===== config.mk =====
export PLATFORM = sky130hd
export DESIGN_NAME = cobs_crc_frame_receiver_core
export DESIGN_NICKNAME = d
export VERILOG_FILES = /design/src/hw/rtl/ccfr_pkg.sv /design/src/hw/rtl/cobs_crc_frame_receiver_core.sv /design/src/hw/rtl/ccfr_front.sv /design/src/hw/rtl/ccfr_queue.sv /design/src/hw/rtl/ccfr_back.sv
export SDC_FILE = /design/constraint.sdc
export NUM_CORES = 1
export LEC_CHECK = 0
export ABC_AREA = 1
export ABC_CLOCK_PERIOD_IN_PS = 11750
export BUFFER_PORTS_ARGS = -buffer_cell sky130_fd_sc_hd__buf_2
export CELL_PAD_IN_SITES_DETAIL_PLACEMENT = 2
export CELL_PAD_IN_SITES_GLOBAL_PLACEMENT = 2
export CORE_MARGIN = 4
export CORE_UTILIZATION = 36
export DETAILED_ROUTE_END_ITERATION = 10
export PLACE_DENSITY = 0.86
export SETUP_SLACK_MARGIN = 0.15
export SLEW_MARGIN = 20
export SYNTH_ARGS = -nofsm -noshare
export SYNTH_HDL_FRONTEND = slang
export SYNTH_HIERARCHICAL = 1
export SYNTH_SLANG_ARGS = --single-unit

===== constraint.sdc =====
create_clock -name clk -period 11.75 [get_ports clk]
set_clock_uncertainty 0.1 [all_clocks]
set_input_delay 1.175 -clock clk [delete_from_list [all_inputs] [get_ports clk]]
set_output_delay 1.175 -clock clk [all_outputs]
set_load 0.1 [all_outputs]

===== src/hw/rtl/ccfr_pkg.sv =====
// shared types, constants and the crc step for the cobs/crc frame receiver
package ccfr_pkg;

    localparam int MAX_PAYLOAD  = 256;
    localparam int HDR_LEN      = 10;
    localparam int FRAME_CAP    = MAX_PAYLOAD + 12;
    localparam int CNT_W        = $clog2(FRAME_CAP + 1);
    localparam int HDR_IDX_W    = $clog2(HDR_LEN);
    localparam int QUEUE_DEPTH  = 4;
    localparam int QPTR_W       = $clog2(QUEUE_DEPTH);
    localparam int CFG_IDX_W    = 2;

    localparam logic [15:0] CRC_POLY = 16'h1021;
    localparam logic [15:0] CRC_INIT = 16'hFFFF;
    localparam logic [7:0]  CODE_MAX = 8'hFF;

    // configuration register indexes
    localparam logic [CFG_IDX_W-1:0] CFG_EXPECTED_VERSION = 2'd0;
    localparam logic [CFG_IDX_W-1:0] CFG_PAYLOAD_CAPACITY = 2'd1;
    localparam logic [CFG_IDX_W-1:0] CFG_KNOWN_TYPE_MASK  = 2'd2;

    // frame status codes
    localparam logic [2:0] ST_OK           = 3'd0;
    localparam logic [2:0] ST_COBS_ERROR   = 3'd1;
    localparam logic [2:0] ST_BAD_LENGTH   = 3'd2;
    localparam logic [2:0] ST_BAD_VERSION  = 3'd3;
    localparam logic [2:0] ST_UNKNOWN_TYPE = 3'd4;
    localparam logic [2:0] ST_BAD_CRC      = 3'd5;

    // one decoded event from the front end
    typedef struct packed {
        logic       is_end;
        logic       cobs_err;
        logic [7:0] data;
    } ev_t;

    typedef struct packed {
        logic [7:0]  expected_version;
        logic [8:0]  payload_capacity;
        logic [63:0] known_type_mask;
    } cfg_t;

    // crc-16/ccitt-false, one byte msb first
    function automatic logic [15:0] crc_feed(input logic [15:0] c, input logic [7:0] b);
        logic [15:0] r;
        r = c ^ {b, 8'h00};
        for (int i = 0; i < 8; i++) begin
            if (r[15]) r = {r[14:0], 1'b0} ^ CRC_POLY;
            else       r = {r[14:0], 1'b0};
        end
        return r;
    endfunction

endpackage


===== src/hw/rtl/cobs_crc_frame_receiver_core.sv =====
// top level of the cobs/crc frame receiver with its configuration registers
// Takes one cobs-encoded link byte per cycle (0x00 ends a frame) and sustains
// one byte per cycle while in_stall is low. A cobs front end decodes each byte
// combinationally and pushes at most one event into a four-entry queue; the
// back end pops one event per cycle while out_stall allows, updates header, crc
// and length state and loads the output register, which carries payload bytes
// and end-of-frame status. in_stall rises only when the queue is full, which
// happens only while out_stall holds the output register. Payload bytes are
// forwarded as they decode; the consumer drops them unless the following status
// is ok. Configuration writes are always taken (cfg_ready is high); change them
// only while the block is idle. No clearing pass is needed after reset.
module cobs_crc_frame_receiver_core (
    input  logic                           clk,
    input  logic                           rst_n,
    input  logic                           in_valid,
    output logic                           in_stall,
    input  logic [7:0]                     rx_byte,
    output logic                           out_valid,
    input  logic                           out_stall,
    output logic                           is_frame_end,
    output logic [7:0]                     payload_byte,
    output logic [2:0]                     frame_status,
    output logic [7:0]                     frame_version,
    output logic [7:0]                     message_type,
    output logic [15:0]                    sequence_number,
    output logic [15:0]                    payload_length,
    output logic [31:0]                    sender_uptime_ms,
    input  logic                           cfg_valid,
    output logic                           cfg_ready,
    input  logic [ccfr_pkg::CFG_IDX_W-1:0] cfg_index,
    input  logic [63:0]                    cfg_data
);
    import ccfr_pkg::*;

    cfg_t cfg_reg, cfg_next;
    ev_t  push_data, pop_data;
    logic push, full, pop, empty;

    assign cfg_ready = 1'b1;

    always_comb
    begin
        cfg_next = cfg_reg;
        if (cfg_valid)
        begin
            case (cfg_index)
                CFG_EXPECTED_VERSION: cfg_next.expected_version = cfg_data[7:0];
                CFG_PAYLOAD_CAPACITY: cfg_next.payload_capacity = cfg_data[8:0];
                CFG_KNOWN_TYPE_MASK:  cfg_next.known_type_mask  = cfg_data;
                default:              cfg_next = cfg_reg;
            endcase
        end
    end

    always_ff @(posedge clk or negedge rst_n)
    begin
        if (!rst_n)
        begin
            cfg_reg.expected_version <= 8'd1;
            cfg_reg.payload_capacity <= 9'd256;
            cfg_reg.known_type_mask  <= '1;
        end
        else
        begin
            cfg_reg <= cfg_next;
        end
    end

    ccfr_front u_front (
        .clk      (clk),
        .rst_n    (rst_n),
        .in_valid (in_valid),
        .in_stall (in_stall),
        .rx_byte  (rx_byte),
        .q_full   (full),
        .q_push   (push),
        .q_data   (push_data)
    );

    ccfr_queue u_queue (
        .clk       (clk),
        .rst_n     (rst_n),
        .push      (push),
        .push_data (push_data),
        .full      (full),
        .pop       (pop),
        .pop_data  (pop_data),
        .empty     (empty)
    );

    ccfr_back u_back (
        .clk              (clk),
        .rst_n            (rst_n),
        .cfg              (cfg_reg),
        .q_empty          (empty),
        .q_data           (pop_data),
        .q_pop            (pop),
        .out_valid        (out_valid),
        .out_stall        (out_stall),
        .is_frame_end     (is_frame_end),
        .payload_byte     (payload_byte),
        .frame_status     (frame_status),
        .frame_version    (frame_version),
        .message_type     (message_type),
        .sequence_number  (sequence_number),
        .payload_length   (payload_length),
        .sender_uptime_ms (sender_uptime_ms)
    );

endmodule


===== src/hw/rtl/ccfr_front.sv =====
// cobs front end: turns link bytes into decoded-byte and end-of-frame events
module ccfr_front (
    input  logic          clk,
    input  logic          rst_n,
    input  logic          in_valid,
    output logic          in_stall,
    input  logic [7:0]    rx_byte,
    input  logic          q_full,
    output logic          q_push,
    output ccfr_pkg::ev_t q_data
);
    import ccfr_pkg::*;

    logic [7:0] block_left_reg, block_left_next;
    logic       prev_short_reg, prev_short_next;
    logic       seen_reg, seen_next;
    logic       take;

    assign in_stall = q_full;
    assign take     = in_valid && !q_full;

    always_comb
    begin
        block_left_next = block_left_reg;
        prev_short_next = prev_short_reg;
        seen_next       = seen_reg;
        q_push          = 1'b0;
        q_data          = '0;
        if (take)
        begin
            if (rx_byte == 8'h00)
            begin
                q_push          = 1'b1;
                q_data.is_end   = 1'b1;
                q_data.cobs_err = !seen_reg || (block_left_reg != 8'h00);
                block_left_next = 8'h00;
                prev_short_next = 1'b0;
                seen_next       = 1'b0;
            end
            else if (block_left_reg == 8'h00)
            begin
                // code byte: implied zero after a short block
                q_push          = seen_reg && prev_short_reg;
                seen_next       = 1'b1;
                prev_short_next = (rx_byte != CODE_MAX);
                block_left_next = rx_byte - 8'd1;
            end
            else
            begin
                q_push          = 1'b1;
                q_data.data     = rx_byte;
                block_left_next = block_left_reg - 8'd1;
            end
        end
    end

    always_ff @(posedge clk or negedge rst_n)
    begin
        if (!rst_n)
        begin
            block_left_reg <= 8'h00;
            prev_short_reg <= 1'b0;
            seen_reg       <= 1'b0;
        end
        else
        begin
            block_left_reg <= block_left_next;
            prev_short_reg <= prev_short_next;
            seen_reg       <= seen_next;
        end
    end

endmodule


===== src/hw/rtl/ccfr_queue.sv =====
// small event queue between the cobs front end and the frame back end
module ccfr_queue (
    input  logic          clk,
    input  logic          rst_n,
    input  logic          push,
    input  ccfr_pkg::ev_t push_data,
    output logic          full,
    input  logic          pop,
    output ccfr_pkg::ev_t pop_data,
    output logic          empty
);
    import ccfr_pkg::*;

    ev_t                mem_reg [QUEUE_DEPTH];
    logic [QPTR_W-1:0]  wr_ptr_reg, wr_ptr_next;
    logic [QPTR_W-1:0]  rd_ptr_reg, rd_ptr_next;
    logic [QPTR_W:0]    count_reg, count_next;
    logic               do_push, do_pop;

    assign full     = (count_reg == (QPTR_W+1)'(QUEUE_DEPTH));
    assign empty    = (count_reg == '0);
    assign do_push  = push && !full;
    assign do_pop   = pop && !empty;
    assign pop_data = mem_reg[rd_ptr_reg];

    always_comb
    begin
        wr_ptr_next = do_push ? wr_ptr_reg + 1'b1 : wr_ptr_reg;
        rd_ptr_next = do_pop ? rd_ptr_reg + 1'b1 : rd_ptr_reg;
        count_next  = count_reg + (QPTR_W+1)'(do_push) - (QPTR_W+1)'(do_pop);
    end

    always_ff @(posedge clk or negedge rst_n)
    begin
        if (!rst_n)
        begin
            wr_ptr_reg <= '0;
            rd_ptr_reg <= '0;
            count_reg  <= '0;
        end
        else
        begin
            wr_ptr_reg <= wr_ptr_next;
            rd_ptr_reg <= rd_ptr_next;
            count_reg  <= count_next;
        end
    end

    always_ff @(posedge clk)
    begin
        if (do_push)
        begin
            mem_reg[wr_ptr_reg] <= push_data;
        end
    end

endmodule


===== src/hw/rtl/ccfr_back.sv =====
// frame back end: header capture, crc, payload forwarding and end-of-frame checks
module ccfr_back (
    input  logic          clk,
    input  logic          rst_n,
    input  ccfr_pkg::cfg_t cfg,
    input  logic          q_empty,
    input  ccfr_pkg::ev_t q_data,
    output logic          q_pop,
    output logic          out_valid,
    input  logic          out_stall,
    output logic          is_frame_end,
    output logic [7:0]    payload_byte,
    output logic [2:0]    frame_status,
    output logic [7:0]    frame_version,
    output logic [7:0]    message_type,
    output logic [15:0]   sequence_number,
    output logic [15:0]   payload_length,
    output logic [31:0]   sender_uptime_ms
);
    import ccfr_pkg::*;

    localparam logic [CNT_W-1:0] CAP_C = CNT_W'(FRAME_CAP);
    localparam logic [CNT_W-1:0] HDR_C = CNT_W'(HDR_LEN);

    logic [CNT_W-1:0] count_reg, count_next;
    logic             ovf_reg, ovf_next;
    logic [7:0]       hdr_reg [HDR_LEN];
    logic [7:0]       hdr_next [HDR_LEN];
    logic [15:0]      crc_reg, crc_next;
    logic [15:0]      tail_reg, tail_next;

    logic             out_valid_reg, out_valid_next;
    logic             end_reg;
    logic [7:0]       pbyte_reg;
    logic [2:0]       status_reg;
    logic [7:0]       ver_reg, typ_reg;
    logic [15:0]      seq_reg, plen_out_reg;
    logic [31:0]      up_reg;

    logic             res_valid, res_end;
    logic [7:0]       res_byte;
    logic [2:0]       res_status;
    logic             load;
    logic [15:0]      plen;
    logic [CNT_W-1:0] pos;

    assign load  = !out_valid_reg || !out_stall;
    assign q_pop = load && !q_empty;
    assign plen  = {hdr_reg[5], hdr_reg[4]};
    assign pos   = count_reg - HDR_C;

    always_comb
    begin
        count_next = count_reg;
        ovf_next   = ovf_reg;
        hdr_next   = hdr_reg;
        crc_next   = crc_reg;
        tail_next  = tail_reg;
        res_valid  = 1'b0;
        res_end    = 1'b0;
        res_byte   = 8'h00;
        res_status = ST_OK;
        if (q_pop)
        begin
            if (q_data.is_end)
            begin
                res_valid = 1'b1;
                res_end   = 1'b1;
                if (q_data.cobs_err || ovf_reg || (count_reg == '0))
                    res_status = ST_COBS_ERROR;
                else if (count_reg < CNT_W'(HDR_LEN + 2))
                    res_status = ST_BAD_LENGTH;
                else if ((plen > 16'(MAX_PAYLOAD))
                         || (({1'b0, plen} + 17'd12) != 17'(count_reg)))
                    res_status = ST_BAD_LENGTH;
                else if (hdr_reg[0] != cfg.expected_version)
                    res_status = ST_BAD_VERSION;
                else if ((hdr_reg[1][7:6] != 2'b00)
                         || !cfg.known_type_mask[hdr_reg[1][5:0]])
                    res_status = ST_UNKNOWN_TYPE;
                else if (tail_reg != crc_reg)
                    res_status = ST_BAD_CRC;
                else if (plen > {7'd0, cfg.payload_capacity})
                    res_status = ST_BAD_LENGTH;
                // start the next frame clean
                count_next = '0;
                ovf_next   = 1'b0;
                for (int i = 0; i < HDR_LEN; i++) hdr_next[i] = 8'h00;
                crc_next   = CRC_INIT;
                tail_next  = 16'h0000;
            end
            else if (!ovf_reg)
            begin
                if (count_reg >= CAP_C)
                begin
                    ovf_next = 1'b1;
                end
                else
                begin
                    if (count_reg < HDR_C)
                        hdr_next[count_reg[HDR_IDX_W-1:0]] = q_data.data;
                    tail_next = {q_data.data, tail_reg[15:8]};
                    // crc trails the stream by two bytes, the received crc
                    if (count_reg >= CNT_W'(2))
                        crc_next = crc_feed(crc_reg, tail_reg[7:0]);
                    count_next = count_reg + 1'b1;
                    if ((count_reg >= HDR_C) && (16'(pos) < plen))
                    begin
                        res_valid = 1'b1;
                        res_byte  = q_data.data;
                    end
                end
            end
        end
        out_valid_next = load ? res_valid : out_valid_reg;
    end

    always_ff @(posedge clk or negedge rst_n)
    begin
        if (!rst_n)
        begin
            count_reg     <= '0;
            ovf_reg       <= 1'b0;
            for (int i = 0; i < HDR_LEN; i++) hdr_reg[i] <= 8'h00;
            crc_reg       <= CRC_INIT;
            tail_reg      <= 16'h0000;
            out_valid_reg <= 1'b0;
        end
        else
        begin
            count_reg     <= count_next;
            ovf_reg       <= ovf_next;
            hdr_reg       <= hdr_next;
            crc_reg       <= crc_next;
            tail_reg      <= tail_next;
            out_valid_reg <= out_valid_next;
        end
    end

    always_ff @(posedge clk)
    begin
        if (load && res_valid)
        begin
            end_reg    <= res_end;
            pbyte_reg  <= res_byte;
            status_reg <= res_status;
            if (res_end && (res_status == ST_OK))
            begin
                ver_reg      <= hdr_reg[0];
                typ_reg      <= hdr_reg[1];
                seq_reg      <= {hdr_reg[3], hdr_reg[2]};
                plen_out_reg <= plen;
                up_reg       <= {hdr_reg[9], hdr_reg[8], hdr_reg[7], hdr_reg[6]};
            end
            else
            begin
                ver_reg      <= 8'h00;
                typ_reg      <= 8'h00;
                seq_reg      <= 16'h0000;
                plen_out_reg <= 16'h0000;
                up_reg       <= 32'h0000_0000;
            end
        end
    end

    assign out_valid        = out_valid_reg;
    assign is_frame_end     = end_reg;
    assign payload_byte     = pbyte_reg;
    assign frame_status     = status_reg;
    assign frame_version    = ver_reg;
    assign message_type     = typ_reg;
    assign sequence_number  = seq_reg;
    assign payload_length   = plen_out_reg;
    assign sender_uptime_ms = up_reg;

endmodule


# [Word level (Yosys, flattened, before mapping)]
# Memories as Yosys holds them, arrays and structs flattened.
# Cells that the tools add are included.
[totals] out_inout_bits=95 regBits=313 ramBits=40 mem_count=1 inputBits=79 romBits=0 latch_bits=0 elab_cells=210
[memory_table] name="u_queue.mem_reg" words=4 word_bits=10 read_ports=1 rd_clocked_by_memory_dff=0 wr=1 line="ccfr_queue.sv:14" source="ev_t mem_reg [QUEUE_DEPTH];"
[classes] div=0 eq_ne=9 n_bitwise=12 reduce_logical=40 multipliers=0 shift=0 magnitude_cmp=11 mux=96 addsub=9
[ops] operator="$mux 16" n=42
[ops] operator="$mux 80" n=4
[ops] operator="$mux 13" n=8
[ops] operator="$bwmux 80" n=1
[ops] operator="$mux 8" n=5
[ops] operator="$demux 8 s4" n=1
[ops] operator="$mux 9" n=3
[ops] operator="$mux 3" n=8
[ops] operator="$not 3->3" n=8
[ops] operator="$mux 1" n=20
[ops] operator="$lt 9x4->1 const B" n=2
[ops] operator="$add 16x4->17 const B" n=1
[ops] operator="$ne 17x9->1" n=1
[ops] operator="$gt 16x9->1" n=1
[ops] operator="$gt 16x9->1 const B" n=1
[ops] operator="$logic_not 8->1" n=2
[ops] operator="$lt 9x16->1" n=1
[ops] operator="$ne 16x16->1" n=1
[ops] operator="$sub 8x1->8 const B" n=2
[ops] operator="$xor 16x16->16" n=1
[ops] operator="$mux 10" n=1
[ops] operator="$add 9x1->9 const B" n=1
[ops] operator="$ge 9x2->1 const B" n=1
[ops] operator="$ge 9x4->1 const B" n=1
[ops] operator="30 further kinds" n=60

# [Logic depth before layout (Yosys ltp)]
[depth] ltp_word=56 mapped_depth=18 depth_no_buf=17

# [By module]
# Netlist, hierarchy kept.
[by_module_without_submodules] module="ccfr_back" seq_area_each_um2=5860.6 area_per_inst_um2=10501.3 cells_per_inst=1085 instances=1
[by_module_without_submodules] module="cobs_crc_frame_receiver_core" seq_area_each_um2=2109.5 area_per_inst_um2=3604.7 cells_per_inst=362 instances=1
[by_module_without_submodules] module="ccfr_queue" seq_area_each_um2=1376.3 area_per_inst_um2=2025.7 cells_per_inst=187 instances=1
[by_module_without_submodules] module="ccfr_front" seq_area_each_um2=250.2 area_per_inst_um2=820.8 cells_per_inst=126 instances=1

# [Least setup slack after synthesis]
# OpenSTA, ideal clock, no wires.
[synth_path] kind="register to register" start="reg u_back.count_reg[1]" end="reg u_back.status_reg[0] (netlist: u_back/frame_status[0]) (enable)" path_stages_with_launch=15 arrival_time_ns=3.899 setup_ns=0.872 path_slack_ns=6.879 path_buffers=0 synth_period_minus_slack_ns=4.871 required_ns=10.778 cell_sequence="dfrtp_1 -> inv_1 -> ha_1 -> nor2_1 -> nor2_1 -> nand2_1 -> xor2_1 -> ha_1 -> nand2_1 -> inv_1 -> nand4_1 -> o211ai_1 -> a21oi_1 -> o211ai_1 -> nand2_1"
[synth_via] elab_chain_len=9 word_cells_on_any_way=11 classes_between="1 x add/sub; 3 x order compare; 5 x mux; 2 x reduce/logical"
[synth_lines] item="start: declaration" line="ccfr_back.sv:25" source="logic [CNT_W-1:0] count_reg, count_next;"
[synth_lines] item="start signal: assignment" line="ccfr_back.sv:131" source="count_reg <= count_next;"
[synth_lines] item="$sub 9x4->9" line="ccfr_back.sv:50" source="assign pos = count_reg - HDR_C;"
[synth_lines] item="$lt 9x16->1" line="ccfr_back.sv:107" source="if ((count_reg >= HDR_C) && (16'(pos) < plen))"
[synth_lines] item="$logic_and 1x1->1" line="ccfr_back.sv:107"
[synth_lines] item="$mux 1" line="ccfr_back.sv:107"
[synth_lines] item="$mux 1 (*)" line="ccfr_back.sv:94" source="if (count_reg >= CAP_C)"
[synth_lines] item="$mux 1 (*)" line="ccfr_back.sv:92" source="else if (!ovf_reg)"
[synth_lines] item="$mux 1 (*)" line="ccfr_back.sv:65" source="if (q_data.is_end)"
[synth_lines] item="$mux 1 (*)" line="ccfr_back.sv:63" source="if (q_pop)"
[synth_lines] item="$logic_and 1x1->1 (*)" line="ccfr_back.sv:142" source="if (load && res_valid)"
[synth_lines] item="end signal: assignment" line="ccfr_back.sv:146" source="status_reg <= res_status;"
[synth_lines] item="end: declaration" line="ccfr_back.sv:35" source="logic [2:0] status_reg;"
# Mark *: on every way between the ends. The rest lies on a longest branch, timed or not.
# A chain may end at the register's enable or synchronous reset.

# [Worst setup path after layout]
[layout_path] start="reg u_back.count_reg[1]" end="reg u_back.up_reg[25] (netlist: u_back/sender_uptime_ms[25]) (enable)"
[layout_via] elab_chain_len=9 word_cells_on_any_way=11 classes_between="1 x add/sub; 3 x order compare; 5 x mux; 2 x reduce/logical"
[layout_lines] item="$sub 9x4->9" line="ccfr_back.sv:50"
[layout_lines] item="$lt 9x16->1" line="ccfr_back.sv:107"
[layout_lines] item="$logic_and 1x1->1" line="ccfr_back.sv:107"
[layout_lines] item="$mux 1" line="ccfr_back.sv:107"
[layout_lines] item="$mux 1 (*)" line="ccfr_back.sv:94"
[layout_lines] item="$mux 1 (*)" line="ccfr_back.sv:92"
[layout_lines] item="$mux 1 (*)" line="ccfr_back.sv:65"
[layout_lines] item="$mux 1 (*)" line="ccfr_back.sv:63"
[layout_lines] item="$logic_and 1x1->1 (*)" line="ccfr_back.sv:142"
[layout_lines] item="end signal: assignment" line="ccfr_back.sv:153" source="up_reg <= {hdr_reg[9], hdr_reg[8], hdr_reg[7], hdr_reg[6]};"
[layout_lines] item="end: declaration" line="ccfr_back.sv:38" source="logic [31:0] up_reg;"
# Marked as above.

==> impl_summary.md <==
Logic synthesis
The flip-flop cell with the highest count after synthesis is dfrtp_1. The average instance in the mapped netlist occupies 9.63 um^2. The fraction of synthesized cell area taken by the top area cell type is 0.234. By area the synthesized netlist is led by edfxtp_1, dfrtp_1, dfstp_2. The flip-flop and latch count after synthesis is 353. The share of synthesized area spent on multiplexers is 0.

The area share of fa/ha/maj cells after synthesis is 0.0255. The number of enable flip-flop cells after synthesis is 132. The synthesized-area fraction occupied by ao, oa, aoi and oai cells came to 0.0740.

The biggest area consumer among synthesized cells is edfxtp_1. The cell count after synthesis is 1760. The most common cell in the netlist is nand2_1. Of the total synthesized cell area, the portion taken by AND, OR, NAND and NOR gates is 0.227.

After synthesis, the largest family of logic cells by area is simple AND/OR/NAND/NOR gates. The count of synthesis-stage warnings from yosys is 6. The distinct cell type count after synthesis is 52. After synthesis, the share of flip-flops with an asynchronous set or reset is 0.626. After synthesis, the most frequently instantiated cells are nand2_1, inv_1, dfrtp_1. The sequential-to-total area share from yosys stat is 0.566. Of the total synthesized cell area, the portion taken by XOR and XNOR cells is 0.0196. The synthesized cell area is 17000 um^2.

Layout
At the end of the flow, the number of nets in the layout was 2039. The area growth from synthesis to layout is 14.3%. In the final layout, the share of cells above drive strength 1 is 0.226. The number of inserted diodes is 0. The register with the most flip-flops in the layout has 81 of them. The core utilization of the finished layout is 0.416. With fillers left out, the area of the finished cells amounts to 19400 um^2.

STA
The final cycle utilization of the critical path is 0.390. The worst max-slew margin expressed relative to the limit is 0.302. After layout, the minimum clock period comes to 4580 ps. For the pin with the worst max-slew slack, the measured transition is 1040 ps. The final-report hold violation count is 0. For this run, the top clock speed supported by timing is 218 MHz.

The number of failing setup endpoints in the final timing report is 0. The slack of the critical path is 7170 ps. The sum of negative setup slack is 0 ps.

Hold is met by 362 ps. The final number of max-transition violations came to 0. Setup repair after global routing left no endpoint under its margin.

Worst setup path
Data arrives at the worst endpoint at 4680 ps. The longest individual stage delay on the worst path is 750 ps. The count of buffering cells on the critical path with inverters included is 3.

The standard cell with the maximum stage delay on the critical path is o211ai_1. The kind of cell with the highest combined delay on the critical path is simple AND/OR/NAND/NOR gates. The worst-path maximum fanout is 61. The worst setup path is of the reg -> reg kind. The critical path goes through inv_1 -> ha_1 -> nor2_1 -> nor2_1 -> nand2_1 -> xor2_1 -> ha_1 -> nand2_1 -> inv_1 -> nand4_1 -> o211ai_1 -> a21oi_1 -> o211ai_1 -> nand2_4 -> buf_4. STA classifies the critical path startpoint as a flip-flop. The kind of end point of the critical path is a flip-flop.

Data on the critical path is required at its endpoint by 11850 ps. The cell count along the critical path is 15. The worst reg-to-reg path cell count is 15.

Min path
The worst hold path passes through 2 cells. The class of the most critical hold timing path is reg -> reg.

CTS
The number of hold buffers added after CTS is 0. The cell at the root of the clock tree is clkbuf_16. Post-CTS timing repair inserted 0 buffers for setup. The clock passes through at most 3 buffers. For this design, the sink count on the clock tree is 353.

Buffers inserted during clock tree synthesis total 41. The depth of the CTS H-tree is 2. The clock edge transition at the registers on the reported setup and hold paths is 60 ps. In this run, post-CTS repair resized a total of 0 instances. The CTS tree is built. The latest clock arrival within the worst-skew pair is 570 ps.

Power and ir drop
In this run the power spent charging and discharging nets is 3.26 mW. Dividing total power by cell area gives a power density of 329 nW/um^2. The internal cell power is 3.12 mW. The switching power as a share of total power is 0.511.

Of the total power, the clock network draws 0.198. The power share of the combinational group is 0.485. The worst-case IR drop observed on VDD is 246 uV. The analysis attributes to cell leakage a power of 8.56 nW. The sequential cell fraction of total power is 0.317.

Die
The initial cell density of the core is 0.364. The overall die height is 225 um. The die is 225 um wide. The number of primary I/O pins is 174. Row generation in the floorplan step produced 79 rows. The total die area is 50600 um^2.

The floorplan step defined a core boundary enclosing 46600 um^2.

Drt
In this run the remaining antenna-violating nets after routing total 0. In the routed layout, each cell is associated on average with a via count of 5.26. The detailed router finished its first iteration with 835 violations. For this run, design rule violations remaining after detail routing come to 0. The overall via count from detail_route is 13.5k.

The post-detailed-route wirelength per cell is 21.8 um. The detailed-router iteration count before antenna repair is 5. The overall routed net length is 56000 um.

Placement
Once placement finished, the instance area stood at 18100 um^2. The number of buffers inserted by port buffering is 172. OpenSTA, run right after detailed placement, puts the worst setup slack at 7130 ps.

The post-DP HPWL is 37800 um. The weighted congestion at the end of routability-driven global placement is 0.846.

GRT
The sum of overflow across all layers after global routing is 0. The first global-routing pass estimated 87400 um of wire. The initial antenna violation count was 2. For this run, the total global-route usage over all layers was measured as 0.219. The maximum number of pins on one net before global-route repair is 88. The number of global-route vias before repair was 15.0k.

Outcome
The run finished with clean final reports.

Run
The number of violations of the max-capacitance limit is 0.
## worst min-delay path, delay by kind of cell, from the launching register on
family / cells / cell delay [ps]
and+or+nand+nor: 2 / 90
DFF: 1 / 360
## kinds of logic (layout without fill, tap and decap cells)
kind of cell,after synthesis,count (layout)
compound gates,209,209
xor+xnor,38,38
fa+ha+maj,34,34
buf+inv,286,476
flops,353,353
other cells,2,10
simple gates,838,838
## metal layers
metal / vias up / GRT usage / share of wire
met5: - / 0 / 0
met4: 0 / 0.0702 / 0.027
met3: 88 / 0.0294 / 0.040
met2: 280 / 0.383 / 0.50
met1: 6966 / 0.282 / 0.43
li1: 6170 / - / -
## cell type report
cell class                 count  area [um^2]
tap                          607          759
inverter                     218          826
fill                        5028        27200
clock inverter                17          148
multi-input combinational   1129         5920
clock buffer                  58         1160
timing repair buffer         183          956
sequential                   353         9600
## power by group through the flow
stage	combinational (mW)	clock, mW	sequential (mW)
2_1_floorplan	1.39	0	2.89
3_3_place_gp	2.90	0	2.00
3_5_place_dp	3.04	0	2.04
4_1_cts	3.09	1.30	2.02
5_1_grt	3.31	1.35	2.06
6_report	3.09	1.26	2.02
## worst paths after layout
path	slack (ps)	from	endpoint
max reg2reg	7170	u_back/count_reg[1]	u_back/sender_uptime_ms[25]
min in group asynchronous	630	rst_n	u_front/block_left_reg[4]
min reg2reg	360	cfg_reg[52]	cfg_reg[52]
min	360	cfg_reg[52]	cfg_reg[52]
max in group asynchronous	8940	rst_n	cfg_reg[66]
max	7170	u_back/count_reg[1]	u_back/sender_uptime_ms[25]
## metrics by stage
stage | total power, mW | std cells
floorplan | 4.28 | 1768
global placement | 4.91 | 2490
detailed placement | 5.08 | 2490
CTS | 6.41 | 2565
global route | 6.72 | 2565
finish | 6.37 | 2565
## placed cells by master (no fill, tap or decap), types with 10 or more instances in the layout
master / count
o21ai_0: 40
xor2_1: 13
clkbuf_1: 11
dfrtp_1: 138
ha_1: 33
nand2_2: 18
conb_1: 10
a21oi_1: 31
a21oi_2: 11
inv_2: 10
o21ai_1: 28
nand3_1: 103
inv_1: 191
edfxtp_1: 132
buf_2: 171
clkinv_1: 17
o22ai_1: 78
clkbuf_16: 42
nand4_1: 88
dfstp_2: 82
nor2_2: 52
nor2_1: 121
buf_4: 10
nor3_1: 19
xnor2_1: 25
nand2_1: 411
No activity file was read; power rests on OpenSTA's default activity.
